<file path="src/rtl/lbps_pkg.sv">
// Package for the LED blink pattern sequencer.
// Holds widths, mode and register codes, the item and duration structs.
// No dependencies; imported by every module of the block.
package lbps_pkg;

	localparam int LED_COUNT_DEF = 2;
	localparam int PIN_W         = 2;
	localparam int DUR_W         = 16;
	localparam int TIME_W        = 32;
	localparam int CFG_W         = 64;
	localparam int CFG_IDX_W     = 2;
	localparam int STAGE_W       = 2;
	localparam int MODE_W        = 2;

	typedef enum logic [MODE_W-1:0] {
		MODE_STEADY         = 2'd0,
		MODE_TWO_SHORT      = 2'd1,
		MODE_HALF_DUTY      = 2'd2,
		MODE_TWO_SHORT_STOP = 2'd3
	} mode_t;

	typedef enum logic [CFG_IDX_W-1:0] {
		CFG_TWO_SHORT      = 2'd0,
		CFG_HALF_DUTY      = 2'd1,
		CFG_TWO_SHORT_STOP = 2'd2
	} cfg_idx_t;

	localparam logic ACT_TICK     = 1'b0;
	localparam logic ACT_ACTIVATE = 1'b1;

	localparam logic [STAGE_W-1:0] FIRST_STAGE = 2'd0;
	localparam logic [STAGE_W-1:0] LAST_STAGE  = 2'd3;

	typedef struct packed {
		logic              action;
		logic              led_index;
		logic              turn_on;
		logic [MODE_W-1:0] pattern;
		logic [TIME_W-1:0] now_ms;
	} item_t;

	typedef struct packed {
		logic [CFG_W-1:0] two_short;
		logic [CFG_W-1:0] half_duty;
		logic [CFG_W-1:0] two_short_stop;
	} durations_t;

	typedef struct packed {
		logic  step;
		logic  addressed;
		item_t item;
	} cell_ctrl_t;

	function automatic logic [DUR_W-1:0] stage_duration(
		input mode_t              mode,
		input logic [STAGE_W-1:0] stage,
		input durations_t         durs
	);
		logic [CFG_W-1:0] word;
		logic [DUR_W-1:0] dur;
		case (mode)
			MODE_TWO_SHORT: word = durs.two_short;
			MODE_HALF_DUTY: word = durs.half_duty;
			default:        word = durs.two_short_stop;
		endcase
		case (stage)
			2'd0:    dur = word[DUR_W-1:0];
			2'd1:    dur = word[2*DUR_W-1:DUR_W];
			2'd2:    dur = word[3*DUR_W-1:2*DUR_W];
			default: dur = word[4*DUR_W-1:3*DUR_W];
		endcase
		return dur;
	endfunction

endpackage

</file>
<file path="src/rtl/lbps_if.sv">
// Channel interfaces for the LED blink pattern sequencer.
// Item channel and result channel, valid/ready with payload.
// Depends on lbps_pkg.
interface lbps_item_if import lbps_pkg::*; ();
	logic              valid;
	logic              ready;
	logic              action;
	logic              led_index;
	logic              turn_on;
	logic [MODE_W-1:0] pattern;
	logic [TIME_W-1:0] now_ms;

	modport source (output valid, action, led_index, turn_on, pattern, now_ms, input ready);
	modport sink   (input valid, action, led_index, turn_on, pattern, now_ms, output ready);
endinterface

interface lbps_result_if import lbps_pkg::*; ();
	logic             valid;
	logic             ready;
	logic [PIN_W-1:0] pin_levels;

	modport source (output valid, pin_levels, input ready);
	modport sink   (input valid, pin_levels, output ready);
endinterface

</file>
<file path="src/rtl/lbps_cfg_regs.sv">
// Configuration registers of the LED blink pattern sequencer.
// Three 64-bit stage duration words, written through a plain write port.
// Depends on lbps_pkg.
module lbps_cfg_regs import lbps_pkg::*; (
	input  logic                 clk,
	input  logic                 arst_n,
	input  logic                 cfg_we,
	input  logic [CFG_IDX_W-1:0] cfg_index,
	input  logic [CFG_W-1:0]     cfg_data,
	output durations_t           durs
);

	durations_t durs_q;

	always_ff @(posedge clk or negedge arst_n) begin
		if (!arst_n) begin
			durs_q <= '0;
		end else if (cfg_we) begin
			case (cfg_idx_t'(cfg_index))
				CFG_TWO_SHORT:      durs_q.two_short      <= cfg_data;
				CFG_HALF_DUTY:      durs_q.half_duty      <= cfg_data;
				CFG_TWO_SHORT_STOP: durs_q.two_short_stop <= cfg_data;
				default:            durs_q <= durs_q;
			endcase
		end
	end

	assign durs = durs_q;

endmodule

</file>
<file path="src/rtl/lbps_led_cell.sv">
// Per-LED state and blink update of the LED blink pattern sequencer.
// Holds mode, lit flag, stage and last toggle time of one LED.
// Depends on lbps_pkg.
module lbps_led_cell import lbps_pkg::*; (
	input  logic       clk,
	input  logic       arst_n,
	input  cell_ctrl_t ctrl,
	input  durations_t durs,
	output logic       lit_next
);

	mode_t              mode_q, mode_d;
	logic               lit_q, lit_d;
	logic [STAGE_W-1:0] stage_q, stage_d;
	logic [TIME_W-1:0]  last_q, last_d;
	logic [DUR_W-1:0]   dur;
	logic [TIME_W-1:0]  due;
	logic               expire;

	always_comb begin
		dur    = stage_duration(mode_q, stage_q, durs);
		due    = last_q + TIME_W'(dur);
		expire = (mode_q != MODE_STEADY) && (ctrl.item.now_ms >= due);
		mode_d  = mode_q;
		lit_d   = lit_q;
		stage_d = stage_q;
		last_d  = last_q;
		if (ctrl.step) begin
			if (ctrl.item.action == ACT_ACTIVATE) begin
				if (ctrl.addressed) begin
					if (!ctrl.item.turn_on) begin
						mode_d = MODE_STEADY;
						lit_d  = 1'b0;
					end else if (mode_t'(ctrl.item.pattern) == MODE_STEADY) begin
						mode_d = MODE_STEADY;
						lit_d  = 1'b1;
					end else begin
						mode_d  = mode_t'(ctrl.item.pattern);
						stage_d = FIRST_STAGE;
						last_d  = '0;
						lit_d   = 1'b1;
					end
				end
			end else if (expire) begin
				lit_d  = ~lit_q;
				last_d = ctrl.item.now_ms;
				if (stage_q == LAST_STAGE) begin
					stage_d = FIRST_STAGE;
					if (mode_q == MODE_TWO_SHORT_STOP) begin
						mode_d = MODE_STEADY;
						lit_d  = 1'b0;
					end
				end else begin
					stage_d = stage_q + 1'b1;
				end
			end
		end
	end

	always_ff @(posedge clk or negedge arst_n) begin
		if (!arst_n) begin
			mode_q  <= MODE_STEADY;
			lit_q   <= 1'b0;
			stage_q <= FIRST_STAGE;
			last_q  <= '0;
		end else begin
			mode_q  <= mode_d;
			lit_q   <= lit_d;
			stage_q <= stage_d;
			last_q  <= last_d;
		end
	end

	assign lit_next = lit_d;

endmodule

</file>
<file path="src/rtl/led_blink_pattern_sequencer_top.sv">
// Top level of the LED blink pattern sequencer.
// Input register, one state cell per LED, result register, config registers.
// Depends on lbps_pkg, lbps_if, lbps_cfg_regs and lbps_led_cell.
//
// Usage:
//   items   : valid/ready channel. action 0 is a time tick carrying now_ms,
//             action 1 sets LED led_index off, steady on or to a blink pattern.
//   results : valid/ready channel, one pin_levels word per item, active low.
//   cfg_*   : write port for the three 64-bit stage duration words; write
//             only while no item is in flight.
// An item is captured in the input register; when it advances, the LED cells
// update from it and the pin levels land in the result register together.
// Throughput is one item per cycle while results are not stalled; every LED
// updates in parallel with one add and one compare on its last toggle time.
// Reset clears all LEDs to steady and dark, zeroes stages, toggle times and
// duration words, and empties both registers.
// When the receiver stalls, the result holds and one further item is taken
// into the input register; after that items ready drops until the result
// transfer completes.
module led_blink_pattern_sequencer_top import lbps_pkg::*; #(
	parameter int LED_COUNT = LED_COUNT_DEF
) (
	input  logic                 clk,
	input  logic                 arst_n,
	lbps_item_if.sink            items,
	lbps_result_if.source        results,
	input  logic                 cfg_we,
	input  logic [CFG_IDX_W-1:0] cfg_index,
	input  logic [CFG_W-1:0]     cfg_data
);

	item_t            item_s1;
	logic             valid_s1;
	logic             out_valid_q;
	logic [PIN_W-1:0] pins_q;
	logic [PIN_W-1:0] pins_d;
	logic             advance;
	logic             take;
	logic [LED_COUNT-1:0] lit_next;
	durations_t       durs;

	assign advance     = !out_valid_q || results.ready;
	assign items.ready = !valid_s1 || advance;
	assign take        = items.valid && items.ready;

	always_ff @(posedge clk or negedge arst_n) begin
		if (!arst_n) begin
			valid_s1 <= 1'b0;
		end else if (take) begin
			valid_s1 <= 1'b1;
		end else if (advance) begin
			valid_s1 <= 1'b0;
		end
	end

	always_ff @(posedge clk) begin
		if (take) begin
			item_s1.action    <= items.action;
			item_s1.led_index <= items.led_index;
			item_s1.turn_on   <= items.turn_on;
			item_s1.pattern   <= items.pattern;
			item_s1.now_ms    <= items.now_ms;
		end
	end

	lbps_cfg_regs u_cfg (
		.clk       (clk),
		.arst_n    (arst_n),
		.cfg_we    (cfg_we),
		.cfg_index (cfg_index),
		.cfg_data  (cfg_data),
		.durs      (durs)
	);

	for (genvar i = 0; i < LED_COUNT; i++) begin : g_led
		cell_ctrl_t ctrl;
		assign ctrl.step      = valid_s1 && advance;
		assign ctrl.addressed = (int'(item_s1.led_index) == i);
		assign ctrl.item      = item_s1;

		lbps_led_cell u_cell (
			.clk      (clk),
			.arst_n   (arst_n),
			.ctrl     (ctrl),
			.durs     (durs),
			.lit_next (lit_next[i])
		);
	end

	for (genvar p = 0; p < PIN_W; p++) begin : g_pin
		if (p < LED_COUNT) begin : g_present
			assign pins_d[p] = ~lit_next[p];
		end else begin : g_absent
			assign pins_d[p] = 1'b1;
		end
	end

	always_ff @(posedge clk or negedge arst_n) begin
		if (!arst_n) begin
			out_valid_q <= 1'b0;
		end else if (valid_s1 && advance) begin
			out_valid_q <= 1'b1;
		end else if (results.ready) begin
			out_valid_q <= 1'b0;
		end
	end

	always_ff @(posedge clk) begin
		if (valid_s1 && advance) begin
			pins_q <= pins_d;
		end
	end

	assign results.valid      = out_valid_q;
	assign results.pin_levels = pins_q;

endmodule

</file>
<file path="src/flat_wrapper.sv">
// flat-port wrapper written by rule: the top's interface ports become plain ports
module led_blink_pattern_sequencer_top_flat import lbps_pkg::*;
#(
	parameter int LED_COUNT = LED_COUNT_DEF
)
  (clk, arst_n, cfg_we, cfg_index, cfg_data, items_valid, items_action, items_led_index, items_turn_on, items_pattern, items_now_ms, items_ready, results_valid, results_pin_levels, results_ready);
  lbps_item_if items_i ();
  lbps_result_if results_i ();
  input  logic clk;
  input  logic arst_n;
  input  logic cfg_we;
  input  logic [CFG_IDX_W-1:0] cfg_index;
  input  logic [CFG_W-1:0] cfg_data;
  input wire logic [$bits(items_i.valid)-1:0] items_valid;
  input wire logic [$bits(items_i.action)-1:0] items_action;
  input wire logic [$bits(items_i.led_index)-1:0] items_led_index;
  input wire logic [$bits(items_i.turn_on)-1:0] items_turn_on;
  input wire logic [$bits(items_i.pattern)-1:0] items_pattern;
  input wire logic [$bits(items_i.now_ms)-1:0] items_now_ms;
  output wire logic [$bits(items_i.ready)-1:0] items_ready;
  output wire logic [$bits(results_i.valid)-1:0] results_valid;
  output wire logic [$bits(results_i.pin_levels)-1:0] results_pin_levels;
  input wire logic [$bits(results_i.ready)-1:0] results_ready;
  assign items_i.valid = items_valid;
  assign items_i.action = items_action;
  assign items_i.led_index = items_led_index;
  assign items_i.turn_on = items_turn_on;
  assign items_i.pattern = items_pattern;
  assign items_i.now_ms = items_now_ms;
  assign items_ready = items_i.ready;
  assign results_valid = results_i.valid;
  assign results_pin_levels = results_i.pin_levels;
  assign results_i.ready = results_ready;
  led_blink_pattern_sequencer_top #(.LED_COUNT(LED_COUNT)) u_core (.clk(clk), .arst_n(arst_n), .items(items_i), .results(results_i), .cfg_we(cfg_we), .cfg_index(cfg_index), .cfg_data(cfg_data));
endmodule
</file>
<file path="config.mk">
export PLATFORM = sky130hd
export DESIGN_NAME = led_blink_pattern_sequencer_top_flat
export DESIGN_NICKNAME = d
export VERILOG_FILES = /design/src/rtl/lbps_pkg.sv /design/src/rtl/lbps_if.sv /design/src/rtl/lbps_cfg_regs.sv /design/src/rtl/lbps_led_cell.sv /design/src/rtl/led_blink_pattern_sequencer_top.sv /design/src/flat_wrapper.sv
export SDC_FILE = /design/constraint.sdc
export NUM_CORES = 1
export LEC_CHECK = 0
export BUFFER_PORTS_ARGS = -buffer_cell sky130_fd_sc_hd__buf_2
export CAP_MARGIN = 40
export CORE_AREA = 2 2 213 215
export DETAILED_ROUTE_END_ITERATION = 10
export DIE_AREA = 0 0 215 217
export GPL_TIMING_DRIVEN = 0
export HOLD_SLACK_MARGIN = 0.05
export PLACE_DENSITY = 0.52
export REMOVE_ABC_BUFFERS = 1
export SLEW_MARGIN = 20
export SYNTH_ARGS = -nofsm -noshare
export SYNTH_HDL_FRONTEND = slang
export SYNTH_SLANG_ARGS = --single-unit
</file>
<file path="constraint.sdc">
create_clock -name clk -period 10.4 [get_ports clk]
set_input_delay 0 -clock clk [delete_from_list [all_inputs] [get_ports clk]]
set_output_delay 0 -clock clk [all_outputs]
set_load 0.02 [all_outputs]
</file>
==> results.cfg, run 1 <==
[status]
status = complete, no violations

[finish]
drive_gt1_share_pct = 24.2
final_cell_mix = dfrtp_1, mux2_2, dlygate4sd3_1, buf_2, a22o_1
syn_to_final_growth_pct = 23.7
nets = 1957
insertedDiodeCount = 0
final_common_cell = dfrtp_1
final_util_pct = 48.7

[global_route]
grt_pass1_wl_mm = 81.0
grt_max_degree = 88
antenna_found_initial = 0
gr-usage-met3_pct = 3.42
grt-ovfl-total = 0
busiest_layer = met2
grt_use_met1_pct = 29.0
met2_usage_pct = 37.3
groute.usage.overall_pct = 22.1
grt_pass1_vias = 14300

[sta]
clock-skew-final_ns = 0.0243
clock.fmax_mhz = 133
worst_slack_ns = 2.89
final.setup.tns_ns = 0
post-route-min-period_ns = 7.51
slew_headroom_pct = 50.1
period_share_pct = 72.2
setup_violations = 0
hold_viol = 0
report.final.slew_viol_count = 0
worstMarginPinSlew_ns = 0.746
rsz0062_at_grt = false

[detailed_routing]
first_iter_violations = 1172
post_drt_wl_per_cell_um = 21.6
vias = 13900
drc = 0
first_pass_iters = 9
viasPerCell = 5.87
routed_wl_mm = 51.2
detail-route-antenna-nets = 0

[worst_hold_path]
min-delay-start = items_now_ms[28]
hp-class = primary input to flop

[floorplanning]
core_um2 = 44700
die_h_um = 217
die_x_um = 215
rows = 78
ioPinCount = 112
start_util_pct = 39.4
fp.dieArea_um2 = 46700

[clock_network]
cts.clk_slew.worst_paths_ns = 0.06
cts_resized = 0
clock_latency_ns = 0.56
hold_buffers = 112
cts_buffers = 39
cts_setup_buffers = 0
cts_root_buf = clkbuf_16
cts_tree = done
cts_sinks = 307
clockBufferDepth = 3
htree_num_levels = 2

[setup_path]
crit_type = flop to flop
crit_arrival_ns = 7.95
required_ns = 10.84
cp-end-kind = flop
startpoint = u_core.g_led[1].u_cell.mode_q[0]
critPathLaunchType = flop
cp_max_fo = 43
reg2reg_from = u_core.g_led[1].u_cell.mode_q[0]

[place]
place.gp.congestion = 0.831
dpl_worst_slack_ns = 3.03
dp_hpwl_mm = 35.0
io_buffers = 111

[run]
drv_cap = 0

[yosys]
syn_area_per_cell_um2 = 11.5
ys_seq_area_share_pct = 44.7
ys_async_sr_fraction_pct = 87.3
synth-edff-count = 39
ys_ff_latch = 307
ys.flop_type = dfrtp_1
yosysWarnings = 0
ys_types = 58
netlist_instances = 1533
synth_area_um2 = 17600

[power_and_ir_drop]
fin_total_pwr_mw = 5.24
power_density_nw_per_um2 = 241
power.leakage_nw = 9.17
vdd_drop_max_uv = 129
==> registers in the layout, indices dropped and copies added (netlist names) <==
| name | count |
|---|---|
| u_core.results.valid | 1 |
| u_core.g_led.u_cell.mode_q | 4 |
| u_core.u_cfg.durs | 192 |
| u_core.g_led.ctrl | 37 |
| u_core.results.pin_levels | 2 |
| u_core.g_led.u_cell.lit_q | 2 |
| u_core.g_led.u_cell.last_q | 64 |
| u_core.valid_s1 | 1 |
| u_core.g_led.u_cell.stage_q | 4 |
==> per-stage QoR <==
| step | area (µm²) | hold slack (ns) | std cells |
|---|---|---|---|
| after floorplan | 17200 | -0.296 | 1424 |
| after global placement | 18500 | 0.177 | 2135 |
| after detailed placement | 19400 | -0.0873 | 2182 |
| after CTS | 21800 | 0.114 | 2365 |
| after global routing | 21800 | 0.146 | 2365 |
| final | 21800 | 0.146 | 2365 |
==> cells in the mapped netlist (3+ instances only) <==
master / number / share of area, %
dfrtp_1: 268 / 38
mux2_2: 193 / 12
ha_1: 112 / 8.0
a22o_1: 99 / 4.9
clkbuf_1: 81 / 1.7
a21oi_1: 71 / 2.0
a32o_1: 65 / 3.7
nor2_1: 65 / 1.4
a222oi_1: 64 / 3.6
nand2_1: 63 / 1.3
o21ai_0: 47 / 1.3
edfxtp_1: 39 / 6.7
xor2_1: 38 / 1.9
a22oi_1: 35 / 1.5
mux2i_1: 34 / 1.9
inv_1: 23 / 0.49
nand3_1: 23 / 0.65
a21o_1: 21 / 0.90
xnor2_1: 20 / 0.99
buf_1: 19 / 0.41
o21ai_1: 19 / 0.54
nand4_1: 15 / 0.53
and3_1: 9 / 0.32
buf_2: 9 / 0.26
nor3_1: 9 / 0.26
o21bai_1: 8 / 0.34
nand2b_1: 7 / 0.25
o211ai_1: 7 / 0.30
o21a_1: 7 / 0.30
a211oi_1: 6 / 0.26
and2_1: 6 / 0.21
a31oi_1: 5 / 0.18
and4_1: 5 / 0.25
nor3b_1: 4 / 0.17
nand3b_1: 3 / 0.13
nor2b_1: 3 / 0.11
==> path summary, 6_finish.rpt <==
check | endpoint | slack, ns | cells after the start
min in group asynchronous | u_core.u_cfg.durs[170] | 0.54 | 4
max in group asynchronous | u_core.u_cfg.durs[65] | 9.02 | 5
min reg2reg | u_core.g_led[1].u_cell.last_q[11] | 0.49 | 1
min | u_core.g_led[0].ctrl[28] | 0.15 | 2
max reg2reg | u_core.g_led[1].u_cell.stage_q[1] | 2.89 | 25
max | u_core.g_led[1].u_cell.stage_q[1] | 2.89 | 25
==> worst max-delay path, stage by stage, from the launching register on <==
cell	delay (ns)
dfrtp_1	0.43
inv_1	0.15
ha_4	0.29
buf_12	0.22
a22o_1	0.24
a222oi_1	0.35
mux2i_1	0.14
nor2_1	0.17
a21oi_1	0.07
ha_1	0.24
fa_1	0.44
a211oi_1	0.38
o211ai_1	0.21
a2111oi_1	0.62
nor3b_1	0.17
a211o_1	0.31
ha_1	0.30
nand3_1	0.13
or4_1	0.58
nor4_1	0.29
nor3_1	0.18
o31ai_4	0.50
buf_6	0.23
o211ai_4	0.22
buf_16	0.26
a22o_1	0.24
==> layer usage <==
layer | routed length (µm) | part of all wire (%)
met1 | 23200 | 45
met2 | 24300 | 47
met3 | 2480 | 4.8
met4 | 1270 | 2.5
met5 | 0 | 0
==> power by group <==
| group | internal (mW) | switching [mW] |
|---|---|---|
| Combinational | 1.03 | 1.27 |
| Sequential | 1.45 | 0.200 |
| Clock | 0.765 | 0.524 |
==> cell families (layout without fill, tap and decap cells) <==
logic type | after synthesis | count (layout) | synth area share (%)
simple gates | 219 | 219 | 5.91
buf+inv | 132 | 364 | 2.88
fa+ha+maj | 114 | 114 | 8.19
mux | 227 | 227 | 14.3
xor+xnor | 58 | 58 | 2.89
compound gates | 476 | 476 | 21.1
flops | 307 | 307 | 44.7
==> area by class of cell <==
cell class              count  area, µm²
flip-flops and latches    307       7880
clock inverters             9       42.5
fillers                  4129      22900
inverters                  23       86.3
well taps                 600        751
multi-input cells        1094       9350
clock buffers              62       1160
repair buffers            270       2510
No activity file was read; power rests on OpenSTA's default activity.
==> run 2, diff against run 1 <==
- clock period: 10.4 -> 7.5 ns (I/O delays scaled with it)
==> results.cfg, run 2 (synthesis gave the netlist of run 1 again) <==
[finish]
fillCellCount = 4125
fin_area_um2 = 21800
syn_to_final_growth_pct = 23.9
nets = 1961
drive_gt1_share_pct = 24.4
insertedDiodeCount = 0
final_common_cell = dfrtp_1
largest_reg_flops = 192
final_cell_mix = dfrtp_1, mux2_2, dlygate4sd3_1, buf_2, a22o_1

[clock_network]
cts_sinks = 307
cts_buffers = 39
cts.clk_slew.worst_paths_ns = 0.06
cts_tree = done
cts_root_buf = clkbuf_16
clockBufferDepth = 3
clock_latency_ns = 0.56
htree_num_levels = 2

[floorplanning]
rows = 78
die_h_um = 217
start_util_pct = 39.4
die_x_um = 215
core_um2 = 44700
fp.dieArea_um2 = 46700
ioPinCount = 112

[status]
status = complete, no violations

[setup_path]
r2r_end = u_core.g_led[1].u_cell.stage_q[1]
required_ns = 7.94
path_depth = 28
cp_max_fo = 43
cp_top_family = compound AO/OA/AOI/OAI gates
cpMaxStageDelayCell = a2111oi_2
reg2reg_from = u_core.g_led[1].u_cell.mode_q[0]
r2r_cells = 28
path_buf_inv = 5
crit_arrival_ns = 7.38
crit_type = flop to flop
cp-end-kind = flop
startpoint = u_core.g_led[1].u_cell.mode_q[0]
critPathLaunchType = flop
worst-r2r-setup-slack_ns = 0.56
critPathCapture = u_core.g_led[1].u_cell.stage_q[1]
max_stage_delay_ns = 0.45

[worst_hold_path]
whs_path_depth = 2
hp-class = primary input to flop

[place]
io_buffers = 111
place.gp.congestion = 0.831
placed_area_um2 = 19400
dpl_worst_slack_ns = 0.126
dp_hpwl_mm = 35.0

[power_and_ir_drop]
p_int_mw = 4.51
fin_total_pwr_mw = 7.28
power_frac_comb_pct = 43.9
power_density_nw_per_um2 = 334
p_sw_mw = 2.77
switching_share_pct = 38.1
clockPowerShare_pct = 24.6
power.leakage_nw = 9.19
seqPwrFrac_pct = 31.5
vdd_drop_max_uv = 180

[sta]
hold_viol = 0
rsz0062_at_grt = false
post-route-min-period_ns = 6.94
report.final.slew_viol_count = 0
worst_slack_ns = 0.559
setup_violations = 0
period_share_pct = 92.5
clock-skew-final_ns = 0.0236
clock.fmax_mhz = 144
slew_headroom_pct = 49.6
worstMarginPinSlew_ns = 0.754

[global_route]
grt_max_degree = 88
gr-usage-met3_pct = 3.42
grt_pass1_vias = 14300
grt-ovfl-total = 0
groute.usage.overall_pct = 22.1
antenna_found_initial = 0
busiest_layer = met2
grt_use_met1_pct = 29.0
met2_usage_pct = 37.3
grt_pass1_wl_mm = 81.0

[detailed_routing]
viasPerCell = 5.85
drc = 0
routed_wl_mm = 51.2
vias = 13900
first_pass_iters = 8
first_iter_violations = 1136
post_drt_wl_per_cell_um = 21.6
detail-route-antenna-nets = 0

[run]
drv_cap = 0
run 2: cell types whose count changed in the layout (fill, tap and decap cells not counted):
cell and delta:
a2111oi_1 -1, a2111oi_2 +1, buf_4 +4
run 2: area by class of cell:
class                   instances  area (µm²)  area share [%]
inverters                      23        86.3           0.396
repair buffers                274        2540            11.6
well taps                     600         751            3.44
clock inverters                 9        42.5           0.195
multi-input cells            1094        9360            42.9
clock buffers                  62        1160            5.34
flip-flops and latches        307        7880            36.1
run 2: how the worst min path moves through the flow:
stage	from	end
after floorplan	arst_n	u_core.g_led[0].u_cell.last_q[0]
after global placement	items_now_ms[28]	u_core.g_led[0].ctrl[28]
after detailed placement	arst_n	u_core.u_cfg.durs[170]
after CTS	items_now_ms[16]	u_core.g_led[0].ctrl[16]
after global routing	items_now_ms[31]	u_core.g_led[0].ctrl[31]
final	items_now_ms[28]	u_core.g_led[0].ctrl[28]
run 2: layer usage:
| metal | part of all wire, % | vias up |
|---|---|---|
| li1 | - | 6449 |
| met1 | 45 | 6963 |
| met5 | 0 | - |
| met4 | 2.4 | 0 |
| met2 | 48 | 381 |
| met3 | 5.2 | 74 |
run 2: timing repair:
item	CTS	global route
setup buffers	0	4
setup endpoints to repair	0	37
hold endpoints to repair	412	0
resized for setup	0	1
hold buffers	112	0
run 2: through the flow:
stage          TNS (ns)  cells  util (%)  hold slack, ns
6_report              0   2369      48.8           0.145
5_1_grt               0   2369      48.8           0.146
4_1_cts               0   2365      48.7           0.114
3_5_place_dp          0   2182      43.5         -0.0873
3_3_place_gp    -340.45   2135      41.4           0.177
2_1_floorplan         0   1424         -          -0.296
run 2: power by group through the flow:
stage / Clock (mW) / Sequential (mW) / Combinational [mW]
floorplan: 0 / 2.24 / 2.14
global placement: 0 / 2.29 / 2.95
detailed placement: 0 / 2.31 / 3.13
CTS: 1.84 / 2.29 / 3.20
global route: 1.91 / 2.34 / 3.55
finish: 1.79 / 2.29 / 3.20
